`src/rtl/rdcc_pkg.sv`:
```
// ============================================================================
// rdcc_pkg
// Shared types and constants for the ramped drive command controller.
// ============================================================================
`default_nettype none

package rdcc_pkg;

  // Width of a duty value and of every speed that is compared against it.
  localparam int unsigned DUTY_W   = 8;
  localparam logic [DUTY_W-1:0] DUTY_MAX = {DUTY_W{1'b1}};

  localparam int unsigned CMD_W    = 8;
  localparam int unsigned CFG_AW   = 3;
  localparam int unsigned CFG_DW   = 32;

  localparam logic [DUTY_W-1:0] TICK_INC_RST   = DUTY_W'(5);
  localparam logic [DUTY_W-1:0] SPEED_STEP_RST = DUTY_W'(5);
  localparam logic [DUTY_W-1:0] SPEED_RST      = DUTY_W'(30);

  // Register indexes, taken from paddr[2].
  localparam logic REG_TICK_INC   = 1'b0;
  localparam logic REG_SPEED_STEP = 1'b1;

  // Item kinds.
  localparam logic KIND_TICK = 1'b0;
  localparam logic KIND_CMD  = 1'b1;

  // Drive command codes.
  localparam logic [CMD_W-1:0] CMD_FWD        = CMD_W'(1);
  localparam logic [CMD_W-1:0] CMD_BACK       = CMD_W'(2);
  localparam logic [CMD_W-1:0] CMD_STOP       = CMD_W'(3);
  localparam logic [CMD_W-1:0] CMD_SPOT_LEFT  = CMD_W'(4);
  localparam logic [CMD_W-1:0] CMD_SPOT_RIGHT = CMD_W'(5);
  localparam logic [CMD_W-1:0] CMD_STOP_TURN  = CMD_W'(6);
  localparam logic [CMD_W-1:0] CMD_FASTER     = CMD_W'(7);
  localparam logic [CMD_W-1:0] CMD_SLOWER     = CMD_W'(8);

  typedef enum logic [1:0] {
    MOT_STOP = 2'd0,
    MOT_FWD  = 2'd1,
    MOT_BACK = 2'd2
  } motion_t;

  typedef enum logic [3:0] {
    PH_IDLE       = 4'b0001,
    PH_RAMP       = 4'b0010,
    PH_DRAIN_REV  = 4'b0100,
    PH_DRAIN_STOP = 4'b1000
  } phase_t;

endpackage : rdcc_pkg

`default_nettype wire

```
`src/rtl/ramped_drive_command_controller.sv`:
```
// ============================================================================
// ramped_drive_command_controller
// Soft-start drive controller: ramp ticks move the duty toward its target,
// drive commands set direction, target and speed.
// ============================================================================
//
//  Channel  Direction  Handshake          Beat contents
//  in_      input      in_valid/in_stall  kind, command
//  out_     output     out_valid/out_stall duty, directions, motion, speed,
//                                          busy, unknown flag
//  cfg      input      APB (psel..pready) ramp increment at 0x0, speed_step at 0x4
//
//  An accepted input beat passes through the input register, then through the
//  step logic into the result register.
//  One beat is accepted every cycle while the result is not stalled; the state
//  update loop closes within the single step stage.
//  rst_n is synchronous; it empties both stages and restores the reset state.
//  A stalled result holds both stages; in_stall rises only while the input
//  register is full and cannot move on.
// ============================================================================
`default_nettype none

module ramped_drive_command_controller
  import rdcc_pkg::*;
(
  input  wire logic              clk,
  input  wire logic              rst_n,

  input  wire logic              in_valid,
  output logic                   in_stall,
  input  wire logic              in_kind,
  input  wire logic [CMD_W-1:0]  in_command,

  output logic                   out_valid,
  input  wire logic              out_stall,
  output logic [DUTY_W-1:0]      out_duty,
  output logic                   out_left_forward,
  output logic                   out_right_forward,
  output logic [1:0]             out_motion,
  output logic [DUTY_W-1:0]      out_set_speed,
  output logic                   out_ramp_busy,
  output logic                   out_unknown_command,

  input  wire logic              psel,
  input  wire logic              penable,
  input  wire logic              pwrite,
  input  wire logic [CFG_AW-1:0] paddr,
  input  wire logic [CFG_DW-1:0] pwdata,
  output logic [CFG_DW-1:0]      prdata,
  output logic                   pready
);

  // Configuration registers.
  logic [DUTY_W-1:0] tick_inc_r;
  logic [DUTY_W-1:0] speed_step_r;

  // Input stage.
  logic             s1_valid_r;
  logic             s1_kind_r;
  logic [CMD_W-1:0] s1_cmd_r;

  // Controller state.
  logic [DUTY_W-1:0] ramp_speed_r,  ramp_speed_nxt;
  logic [DUTY_W-1:0] ramp_target_r, ramp_target_nxt;
  logic [DUTY_W-1:0] duty_r,        duty_nxt;
  motion_t           motion_r,      motion_nxt;
  phase_t            phase_r,       phase_nxt;
  motion_t           pending_r,     pending_nxt;
  logic [DUTY_W-1:0] speed_r,       speed_nxt;
  logic              left_lvl_r,    left_lvl_nxt;
  logic              right_lvl_r,   right_lvl_nxt;
  logic              unknown_nxt;

  // Result register.
  logic              out_valid_r;
  logic [DUTY_W-1:0] out_duty_r;
  logic              out_left_r;
  logic              out_right_r;
  motion_t           out_motion_r;
  logic [DUTY_W-1:0] out_speed_r;
  logic              out_busy_r;
  logic              out_unknown_r;

  logic advance;
  logic step_en;
  logic cfg_wr;

  assign advance  = !out_valid_r || !out_stall;
  assign step_en  = s1_valid_r && advance;
  assign in_stall = s1_valid_r && !advance;

  // --------------------------------------------------------------------------
  // Configuration port
  // --------------------------------------------------------------------------
  assign pready = 1'b1;
  assign cfg_wr = psel && penable && pwrite;

  always_ff @(posedge clk) begin
    if (!rst_n) begin
      tick_inc_r   <= TICK_INC_RST;
      speed_step_r <= SPEED_STEP_RST;
    end else if (cfg_wr) begin
      unique case (paddr[2])
        REG_TICK_INC:   tick_inc_r   <= pwdata[DUTY_W-1:0];
        REG_SPEED_STEP: speed_step_r <= pwdata[DUTY_W-1:0];
        default: ;
      endcase
    end
  end

  always_comb begin
    prdata = '0;
    unique case (paddr[2])
      REG_TICK_INC:   prdata = CFG_DW'(tick_inc_r);
      REG_SPEED_STEP: prdata = CFG_DW'(speed_step_r);
      default:        prdata = '0;
    endcase
  end

  // --------------------------------------------------------------------------
  // Input register
  // --------------------------------------------------------------------------
  always_ff @(posedge clk) begin
    if (!rst_n) begin
      s1_valid_r <= 1'b0;
    end else if (!in_stall) begin
      s1_valid_r <= in_valid;
    end
  end

  always_ff @(posedge clk) begin
    if (in_valid && !in_stall) begin
      s1_kind_r <= in_kind;
      s1_cmd_r  <= in_command;
    end
  end

  // --------------------------------------------------------------------------
  // Step logic
  // --------------------------------------------------------------------------
  always_comb begin
    logic [DUTY_W:0]   sum;
    logic [DUTY_W-1:0] gap;
    logic              do_begin;
    motion_t           begin_dir;
    motion_t           opposite;

    ramp_speed_nxt  = ramp_speed_r;
    ramp_target_nxt = ramp_target_r;
    duty_nxt        = duty_r;
    motion_nxt      = motion_r;
    phase_nxt       = phase_r;
    pending_nxt     = pending_r;
    speed_nxt       = speed_r;
    left_lvl_nxt    = left_lvl_r;
    right_lvl_nxt   = right_lvl_r;
    unknown_nxt     = 1'b0;
    do_begin        = 1'b0;
    begin_dir       = MOT_FWD;
    opposite        = MOT_BACK;
    sum             = '0;
    gap             = '0;

    if (s1_kind_r == KIND_TICK) begin
      if (phase_r != PH_IDLE) begin
        if (ramp_speed_r < ramp_target_r) begin
          sum = {1'b0, ramp_speed_r} + {1'b0, tick_inc_r};
          ramp_speed_nxt = (sum > {1'b0, ramp_target_r}) ? ramp_target_r
                                                          : sum[DUTY_W-1:0];
          duty_nxt = ramp_speed_nxt;
        end else if (ramp_speed_r > ramp_target_r) begin
          gap = ramp_speed_r - ramp_target_r;
          ramp_speed_nxt = (gap < tick_inc_r) ? ramp_target_r
                                              : ramp_speed_r - tick_inc_r;
          duty_nxt = ramp_speed_nxt;
        end

        if (ramp_speed_nxt == ramp_target_r) begin
          unique case (phase_r)
            PH_DRAIN_STOP: begin
              motion_nxt = MOT_STOP;
              duty_nxt   = '0;
              phase_nxt  = PH_IDLE;
            end
            PH_DRAIN_REV: begin
              // Drained to zero: flip direction, the ramp up starts next tick.
              duty_nxt  = '0;
              do_begin  = 1'b1;
              begin_dir = (pending_r == MOT_BACK) ? MOT_BACK : MOT_FWD;
            end
            default: phase_nxt = PH_IDLE;
          endcase
        end
      end
    end else begin
      // Every command abandons a ramp where it stands.
      phase_nxt   = PH_IDLE;
      pending_nxt = MOT_STOP;
      unique case (s1_cmd_r)
        CMD_FWD, CMD_BACK: begin
          begin_dir = (s1_cmd_r == CMD_FWD) ? MOT_FWD : MOT_BACK;
          opposite  = (s1_cmd_r == CMD_FWD) ? MOT_BACK : MOT_FWD;
          if (motion_r == opposite && ramp_speed_r != '0) begin
            ramp_target_nxt = '0;
            pending_nxt     = begin_dir;
            phase_nxt       = PH_DRAIN_REV;
          end else begin
            do_begin = 1'b1;
          end
        end
        CMD_STOP: begin
          ramp_target_nxt = '0;
          if (ramp_speed_r == '0) begin
            motion_nxt = MOT_STOP;
            duty_nxt   = '0;
          end else begin
            phase_nxt = PH_DRAIN_STOP;
          end
        end
        CMD_SPOT_LEFT: begin
          left_lvl_nxt  = 1'b0;
          right_lvl_nxt = 1'b1;
          duty_nxt      = speed_r;
        end
        CMD_SPOT_RIGHT: begin
          left_lvl_nxt  = 1'b1;
          right_lvl_nxt = 1'b0;
          duty_nxt      = speed_r;
        end
        CMD_STOP_TURN: duty_nxt = '0;
        CMD_FASTER: begin
          sum       = {1'b0, speed_r} + {1'b0, speed_step_r};
          speed_nxt = sum[DUTY_W] ? DUTY_MAX : sum[DUTY_W-1:0];
        end
        CMD_SLOWER: begin
          speed_nxt = (speed_r < speed_step_r) ? '0 : speed_r - speed_step_r;
        end
        default: unknown_nxt = 1'b1;
      endcase
    end

    if (do_begin) begin
      left_lvl_nxt    = (begin_dir == MOT_FWD);
      right_lvl_nxt   = (begin_dir == MOT_FWD);
      motion_nxt      = begin_dir;
      pending_nxt     = MOT_STOP;
      ramp_target_nxt = speed_r;
      phase_nxt       = (ramp_speed_nxt != speed_r) ? PH_RAMP : PH_IDLE;
    end
  end

  // --------------------------------------------------------------------------
  // State and result registers
  // --------------------------------------------------------------------------
  always_ff @(posedge clk) begin
    if (!rst_n) begin
      ramp_speed_r  <= '0;
      ramp_target_r <= '0;
      duty_r        <= '0;
      motion_r      <= MOT_STOP;
      phase_r       <= PH_IDLE;
      pending_r     <= MOT_STOP;
      speed_r       <= SPEED_RST;
      left_lvl_r    <= 1'b0;
      right_lvl_r   <= 1'b0;
    end else if (step_en) begin
      ramp_speed_r  <= ramp_speed_nxt;
      ramp_target_r <= ramp_target_nxt;
      duty_r        <= duty_nxt;
      motion_r      <= motion_nxt;
      phase_r       <= phase_nxt;
      pending_r     <= pending_nxt;
      speed_r       <= speed_nxt;
      left_lvl_r    <= left_lvl_nxt;
      right_lvl_r   <= right_lvl_nxt;
    end
  end

  always_ff @(posedge clk) begin
    if (!rst_n) begin
      out_valid_r <= 1'b0;
    end else if (advance) begin
      out_valid_r <= s1_valid_r;
    end
  end

  always_ff @(posedge clk) begin
    if (step_en) begin
      out_duty_r    <= duty_nxt;
      out_left_r    <= left_lvl_nxt;
      out_right_r   <= right_lvl_nxt;
      out_motion_r  <= motion_nxt;
      out_speed_r   <= speed_nxt;
      out_busy_r    <= (phase_nxt != PH_IDLE);
      out_unknown_r <= unknown_nxt;
    end
  end

  assign out_valid           = out_valid_r;
  assign out_duty            = out_duty_r;
  assign out_left_forward    = out_left_r;
  assign out_right_forward   = out_right_r;
  assign out_motion          = out_motion_r;
  assign out_set_speed       = out_speed_r;
  assign out_ramp_busy       = out_busy_r;
  assign out_unknown_command = out_unknown_r;

  // --------------------------------------------------------------------------
  // Assertions
  // --------------------------------------------------------------------------
  a_stall_only_when_full: assert property (@(posedge clk) disable iff (!rst_n)
    in_stall |-> s1_valid_r)
    else $error("input stalled while the input register is empty");

  a_pending_only_in_reversal: assert property (@(posedge clk) disable iff (!rst_n)
    pending_r != MOT_STOP |-> phase_r == PH_DRAIN_REV)
    else $error("pending direction held outside a reversal drain");

  a_drain_targets_zero: assert property (@(posedge clk) disable iff (!rst_n)
    (phase_r == PH_DRAIN_REV || phase_r == PH_DRAIN_STOP) |-> ramp_target_r == '0)
    else $error("drain phase with a nonzero target");

  a_busy_matches_state: assert property (@(posedge clk) disable iff (!rst_n)
    out_valid_r |-> out_busy_r == (phase_r != PH_IDLE))
    else $error("result busy flag disagrees with the ramp phase");

endmodule : ramped_drive_command_controller

`default_nettype wire
```
`config.mk`:
```
export PLATFORM = sky130hd
export DESIGN_NAME = ramped_drive_command_controller
export DESIGN_NICKNAME = d
export VERILOG_FILES = /design/src/rtl/rdcc_pkg.sv /design/src/rtl/ramped_drive_command_controller.sv
export SDC_FILE = /design/constraint.sdc
export NUM_CORES = 1
export LEC_CHECK = 0
export BUFFER_PORTS_ARGS = -buffer_cell sky130_fd_sc_hd__buf_4
export CAP_MARGIN = 10
export CORE_MARGIN = 4
export CORE_UTILIZATION = 30
export CTS_BUF_LIST = sky130_fd_sc_hd__clkbuf_8
export CTS_CLUSTER_DIAMETER = 40
export DETAILED_ROUTE_END_ITERATION = 6
export SYNTH_ARGS = -nofsm -noshare
export SYNTH_HDL_FRONTEND = slang
export SYNTH_SLANG_ARGS = --single-unit
```
`constraint.sdc`:
```
create_clock -name clk -period 5.15 [get_ports clk]
set_clock_uncertainty 0.15 [all_clocks]
set_input_delay 1.2875 -clock clk [delete_from_list [all_inputs] [get_ports clk]]
set_output_delay 1.2875 -clock clk [all_outputs]
set_load 0.005 [all_outputs]
```
Yosys cells after proc, flatten, opt, wreduce, memory -nomap -nowiden:

Index checks and enable logic that the tools add are counted.

* bitwise gates (word level): 1
* equal/unequal tests: 18
* $add $sub $neg: 5
* magnitude comparators: 5
* reductions and logical operators: 23
* multiplexer cells: 66

Operators with widths (count)
* $mux 8: 21
* $pmux 32 s2: 1
* $mux 2: 20
* $eq 8x3->1 const B: 4
* $pmux 8 s2: 2
* $lt 8x8->1: 3
* $mux 4: 6
* $pmux 8 s3: 1
* $sub 8x8->8: 3
* $add 8x8->9: 2
* $eq 8x2->1 const B: 2
* $mux 1: 11
* $gt 9x8->1: 1
* $eq 8x1->1 const B: 1
* $eq 8x4->1 const B: 1
* $eq 8x8->1: 1
* $gt 8x8->1: 1
* $logic_not 8->1: 1
* $ne 4x1->1 const B: 2
* $ne 8x8->1: 1
* $pmux 4 s2: 1
* $reduce_bool 8->1: 1
* $reduce_or 8->1: 1
* $logic_and 1x1->1: 6
* 16 further kinds: 24

* register bits: 91
* logic and storage cells: 140
* input bits: 51
* output and inout port bits: 57

Logic depth before layout (Yosys ltp):

* depth after elaboration: 13
* gate-level depth with buffers: 23
* mapped depth without buffers: 21

Least setup slack after synthesis:

No wires, ideal clock.

* path kind: reg-to-reg
* start: register ramp_speed_r[1]
* end: register out_busy_r (netlist: out_ramp_busy), data pin
* buffers on the path: 0
* clock period less this slack: 4.980 ns
* arrival time: 4.565 ns
* library setup time: 0.265 ns
* slack: 0.170 ns
* stages on the path, launching flop included: 18
* required time: 4.735 ns
* cell sequence: dfxtp_1 -> ha_1 -> nand2b_1 -> a221oi_1 -> mux2_2 -> a2111o_1 -> inv_1 -> ha_1 -> and3_1 -> a211o_1 -> o211a_2 -> nor3_4 -> a21oi_1 -> nor4_2 -> nor4_4 -> a32oi_2 -> a31oi_1 -> or3_1

* cells in the longest elaborated chain, start to end: 13
* elaborated cells between the ends (all ways): 34
* classes of those cells: add/sub (3); order compare (4); eq/ne (3); mux (21); reduce/logical (3)

RTL lines
* from (decl): line ramped_drive_command_controller.sv:63 `logic [DUTY_W-1:0] ramp_speed_r, ramp_speed_nxt;`
* from (signal assigned): line ramped_drive_command_controller.sv:267 `ramp_speed_r <= ramp_speed_nxt;`
* $sub 8x8->8: line ramped_drive_command_controller.sv:172 `gap = ramp_speed_r - ramp_target_r;`
* $lt 8x8->1: line ramped_drive_command_controller.sv:173 `ramp_speed_nxt = (gap < tick_inc_r) ? ramp_target_r`
* $mux 8: line ramped_drive_command_controller.sv:173
* $mux 8: line ramped_drive_command_controller.sv:171 `end else if (ramp_speed_r > ramp_target_r) begin`
* $mux 8: line ramped_drive_command_controller.sv:166 `if (ramp_speed_r < ramp_target_r) begin`
* $mux 8: line ramped_drive_command_controller.sv:165 `if (phase_r != PH_IDLE) begin`
* $mux 8: line ramped_drive_command_controller.sv:164 `if (s1_kind_r == KIND_TICK) begin`
* $eq 8x8->1 or $mux 8 (tied branches): line ramped_drive_command_controller.sv:178, ramped_drive_command_controller.sv:165
* $mux 4, or another cell as far along: line ramped_drive_command_controller.sv:178 `if (ramp_speed_nxt == ramp_target_r) begin`
* $mux 4, or another cell as far along: line ramped_drive_command_controller.sv:165
* $mux 4, or another cell as far along: line ramped_drive_command_controller.sv:164
* $mux 4 (*): line ramped_drive_command_controller.sv:242 `if (do_begin) begin`
* $ne 4x1->1 (*): line ramped_drive_command_controller.sv:294 `out_busy_r <= (phase_nxt != PH_IDLE);`
* to (signal assigned): line ramped_drive_command_controller.sv:294
* to (decl): line ramped_drive_command_controller.sv:81 `logic out_busy_r;`

Mark *: on every way between the ends. The rest lies on a longest branch, timed or not. The select of a mux whose other input is x is not followed.
A chain may end at the register's enable or synchronous reset.

Final worst setup path:

* start: register ramp_speed_r[0]
* end: register out_busy_r (netlist: out_ramp_busy), data pin

The elaborated chain is that of the path after synthesis.

==> impl_metrics.tcl <==
set metrics [dict create \
    multi_input_area_mm2 0.00525 \
    tightestPinTransition_ps 804 \
    power.switching_w 0.000441 \
    cts_tree "done" \
    p_total_w 0.00153 \
    yosysTopAreaCell "dfxtp_1" \
    grt_start_max_net_pins 39 \
    status "finished clean" \
    pin_count 108 \
    synth-seq-cells 91 \
    totalWireLength_mm 25.2 \
    drv_cap 0 \
    finalWorstSetupSlack_ps 132 \
    crit_arrival_ps 5000 \
    p_int_w 0.00109 \
    core_mm2 0.0244 \
    drt_iter0_drc 783 \
    mostFrequentLayoutCells "buf_4, nand2_1, a21oi_1, nor2_1, dfxtp_1" \
    diodes 0 \
    dieArea_mm2 0.0274 \
    ys.warnings.count 0 \
    cts_sinks 91 \
    gr-total-overflow 0 \
    dr.pass1.iters 7 \
    synth.area.top_cells "dfxtp_1, edfxtp_1, ha_1, nand2_1, a21oi_1" \
    cp_max_fo 6 \
    synth_top_area_share_pct 16.1 \
    htree_levels 3 \
    port_buffers 56 \
    grt-busiest-layer "met2" \
    drc 0 \
    ys_seq_area_share_pct 28.6 \
    fin_crit_sh_pct 97.4 \
    clock-root-buffer "clkbuf_8" \
    grt_pass1_vias 7024 \
    antenna_left 0 \
    synthCells 917 \
    hold_viol 0 \
    die_x_um 166 \
    grt.met2_usage_pct 27.8 \
    antenna_found_initial 0 \
    start_util_pct 30.6 \
    grt_util_met3_pct 2.34 \
    clkPwrFrac_pct 33.4 \
    mostFrequentLayoutCell "buf_4" \
    grt.total_usage_pct 17.5 \
    seqCellArea_mm2 0.00214 \
    num_vias 7589 \
    cts.path.max_buffers 2 \
    gp_congestion 0.981 \
    hold_class "reg -> reg" \
    use_met1_pct 24.4 \
    required_ps 5130 \
    sequentialPowerShare_pct 51.0 \
    peakVddDrop_uv 116 \
    critical_path.endpoint_type "register" \
    fmax_ghz 0.199 \
    slew_headroom_pct 46.3 \
    start_kind "register" \
    drive_above_1_share_pct 25.5 \
    finalMaxSlewViolations 0 \
    worst-setup-path-type "reg -> reg" \
    place_ws_ps -262 \
    cts_buffers 9 \
    post-dp-hpwl_mm 18.9 \
    syn_area_mm2 0.00745 \
    synthArstFlopShare_pct 0 \
    syn2layout_area_growth_pct 27.1 \
    p_leak_nw 3.77 \
    p_per_area_mw_per_mm2 162 \
    fp.dieH_um 166 \
    fill_cells 2520 \
    clkTransAtPathRegs_ps 110 \
    synth-main-ff-cell "dfxtp_1" \
    std_cell_rows 57 \
    synth_edf_count 31 \
    p_sw_share_pct 28.8 \
    routed_via_density 5.48 \
    syn_avg_cell_area_um2 8.13 \
    synth_cell_types 93 \
    nets 1167 \
    grt_pass1_wl_mm 39.1 \
    setup_viol 0 \
    finalCriticalPeriod_ps 5020 \
    wl_per_cell_um 18.2 \
    clock_latency_ps 390 \
    p_comb_share_pct 15.6 \
]
## cells in the mapped netlist (12+ instances only)
library cell,count
a21o_1,25
a21oi_1,78
a31oi_1,22
buf_4,25
clkbuf_1,28
dfxtp_1,60
edfxtp_1,31
ha_1,54
inv_1,51
nand2_1,122
nand3_1,22
nor2_1,63
nor3_1,15
o211ai_1,12
o21ai_0,45
## layout make-up
class                           instances  share of cell area [%]
Sequential cell                        91                    22.6
Clock buffer                            9                    1.31
Multi-Input combinational cell        734                    55.4
Timing Repair Buffer                  168                    13.5
Inverter                               53                    2.10
Tap cell                              324                    4.28
Clock inverter                          7                   0.766
## worst max-delay path, cell delays in order (launching register included)
cell and delay, ps:
dfxtp_2 410, inv_1 90, ha_1 230, fa_1 380, nand2b_1 200, a21oi_2 170
a21o_1 130, a21oi_1 70, xnor2_1 140, ha_1 310, a21o_1 160, a21o_1 180
a21o_4 230, buf_4 160, mux2i_1 110, o211ai_1 350, mux2i_1 240, o311ai_1 120
nor4_1 280, buf_4 200, a31oi_2 90, or3_1 350
## flip-flops by register name, indices dropped and copies added (netlist names), 4 cells and up
name and cells:
duty_r 8, out_duty 8, out_set_speed 8, phase_r 4, ramp_speed_r 8, ramp_target_r 8
s1_cmd_r 8, speed_r 8, speed_step_r 8, tick_inc_r 8
## final timing paths
kind                                      start       endpoint  slack [ps]  cells past startpoint
worst min-delay path              tick_inc_r[5]  tick_inc_r[5]         330                      2
worst max register to register  ramp_speed_r[0]  out_ramp_busy         130                     21
worst max-delay path            ramp_speed_r[0]  out_ramp_busy         130                     21
worst min register to register    tick_inc_r[5]  tick_inc_r[5]         330                      2
## metal layers
metal	vias up	wire (um)
li1	3669	-
met1	3580	11200
met2	296	11600
met3	44	1580
met4	0	758
met5	-	0
## power by group through the flow
stage	Clock (W)	Combinational [W]	Sequential, W
6_report	0.000511	0.000239	0.000782
5_1_grt	0.000553	0.000262	0.000786
4_1_cts	0.000529	0.000226	0.000783
3_5_place_dp	0	0.000219	0.000799
3_3_place_gp	0	0.000217	0.000799
2_1_floorplan	0	0.000145	0.000791
## repair_timing
item                                    in CTS  in global routing
resized for setup                           20                 55
setup buffers                                6                 10
hold buffers                                 0                  0
endpoints found under the setup margin      37                 39
pin swaps                                   13                 30
## kinds of logic (layout without fill, tap and decap cells)
group / after synthesis / after routing / share of synthesized area (%)
flip-flops: 91 / 91 / 28.6
buffers and inverters: 115 / 237 / 7.15
multiplexers: 13 / 13 / 1.80
adder cells (fa/ha/maj): 59 / 59 / 10.4
AND/OR/NAND/NOR: 297 / 297 / 19.2
AO/OA/AOI/OAI: 323 / 323 / 30.8
XOR/XNOR: 17 / 17 / 2.00
other: 2 / 25 / 0.101
## metrics by stage
step	TNS (ps)	hold WS, ps	instances	utilization, %	instance area, um2
5_1_grt	-31.3	351	1386	38.8	9470
2_1_floorplan	0	299	940	-	7540
4_1_cts	0	329	1376	37.3	9100
3_5_place_dp	-3690	316	1354	35.9	8760
6_report	0	330	1386	38.8	9470
3_3_place_gp	-3820	316	1354	35.9	8760
Note: power is estimated with default switching activity, not from simulation.
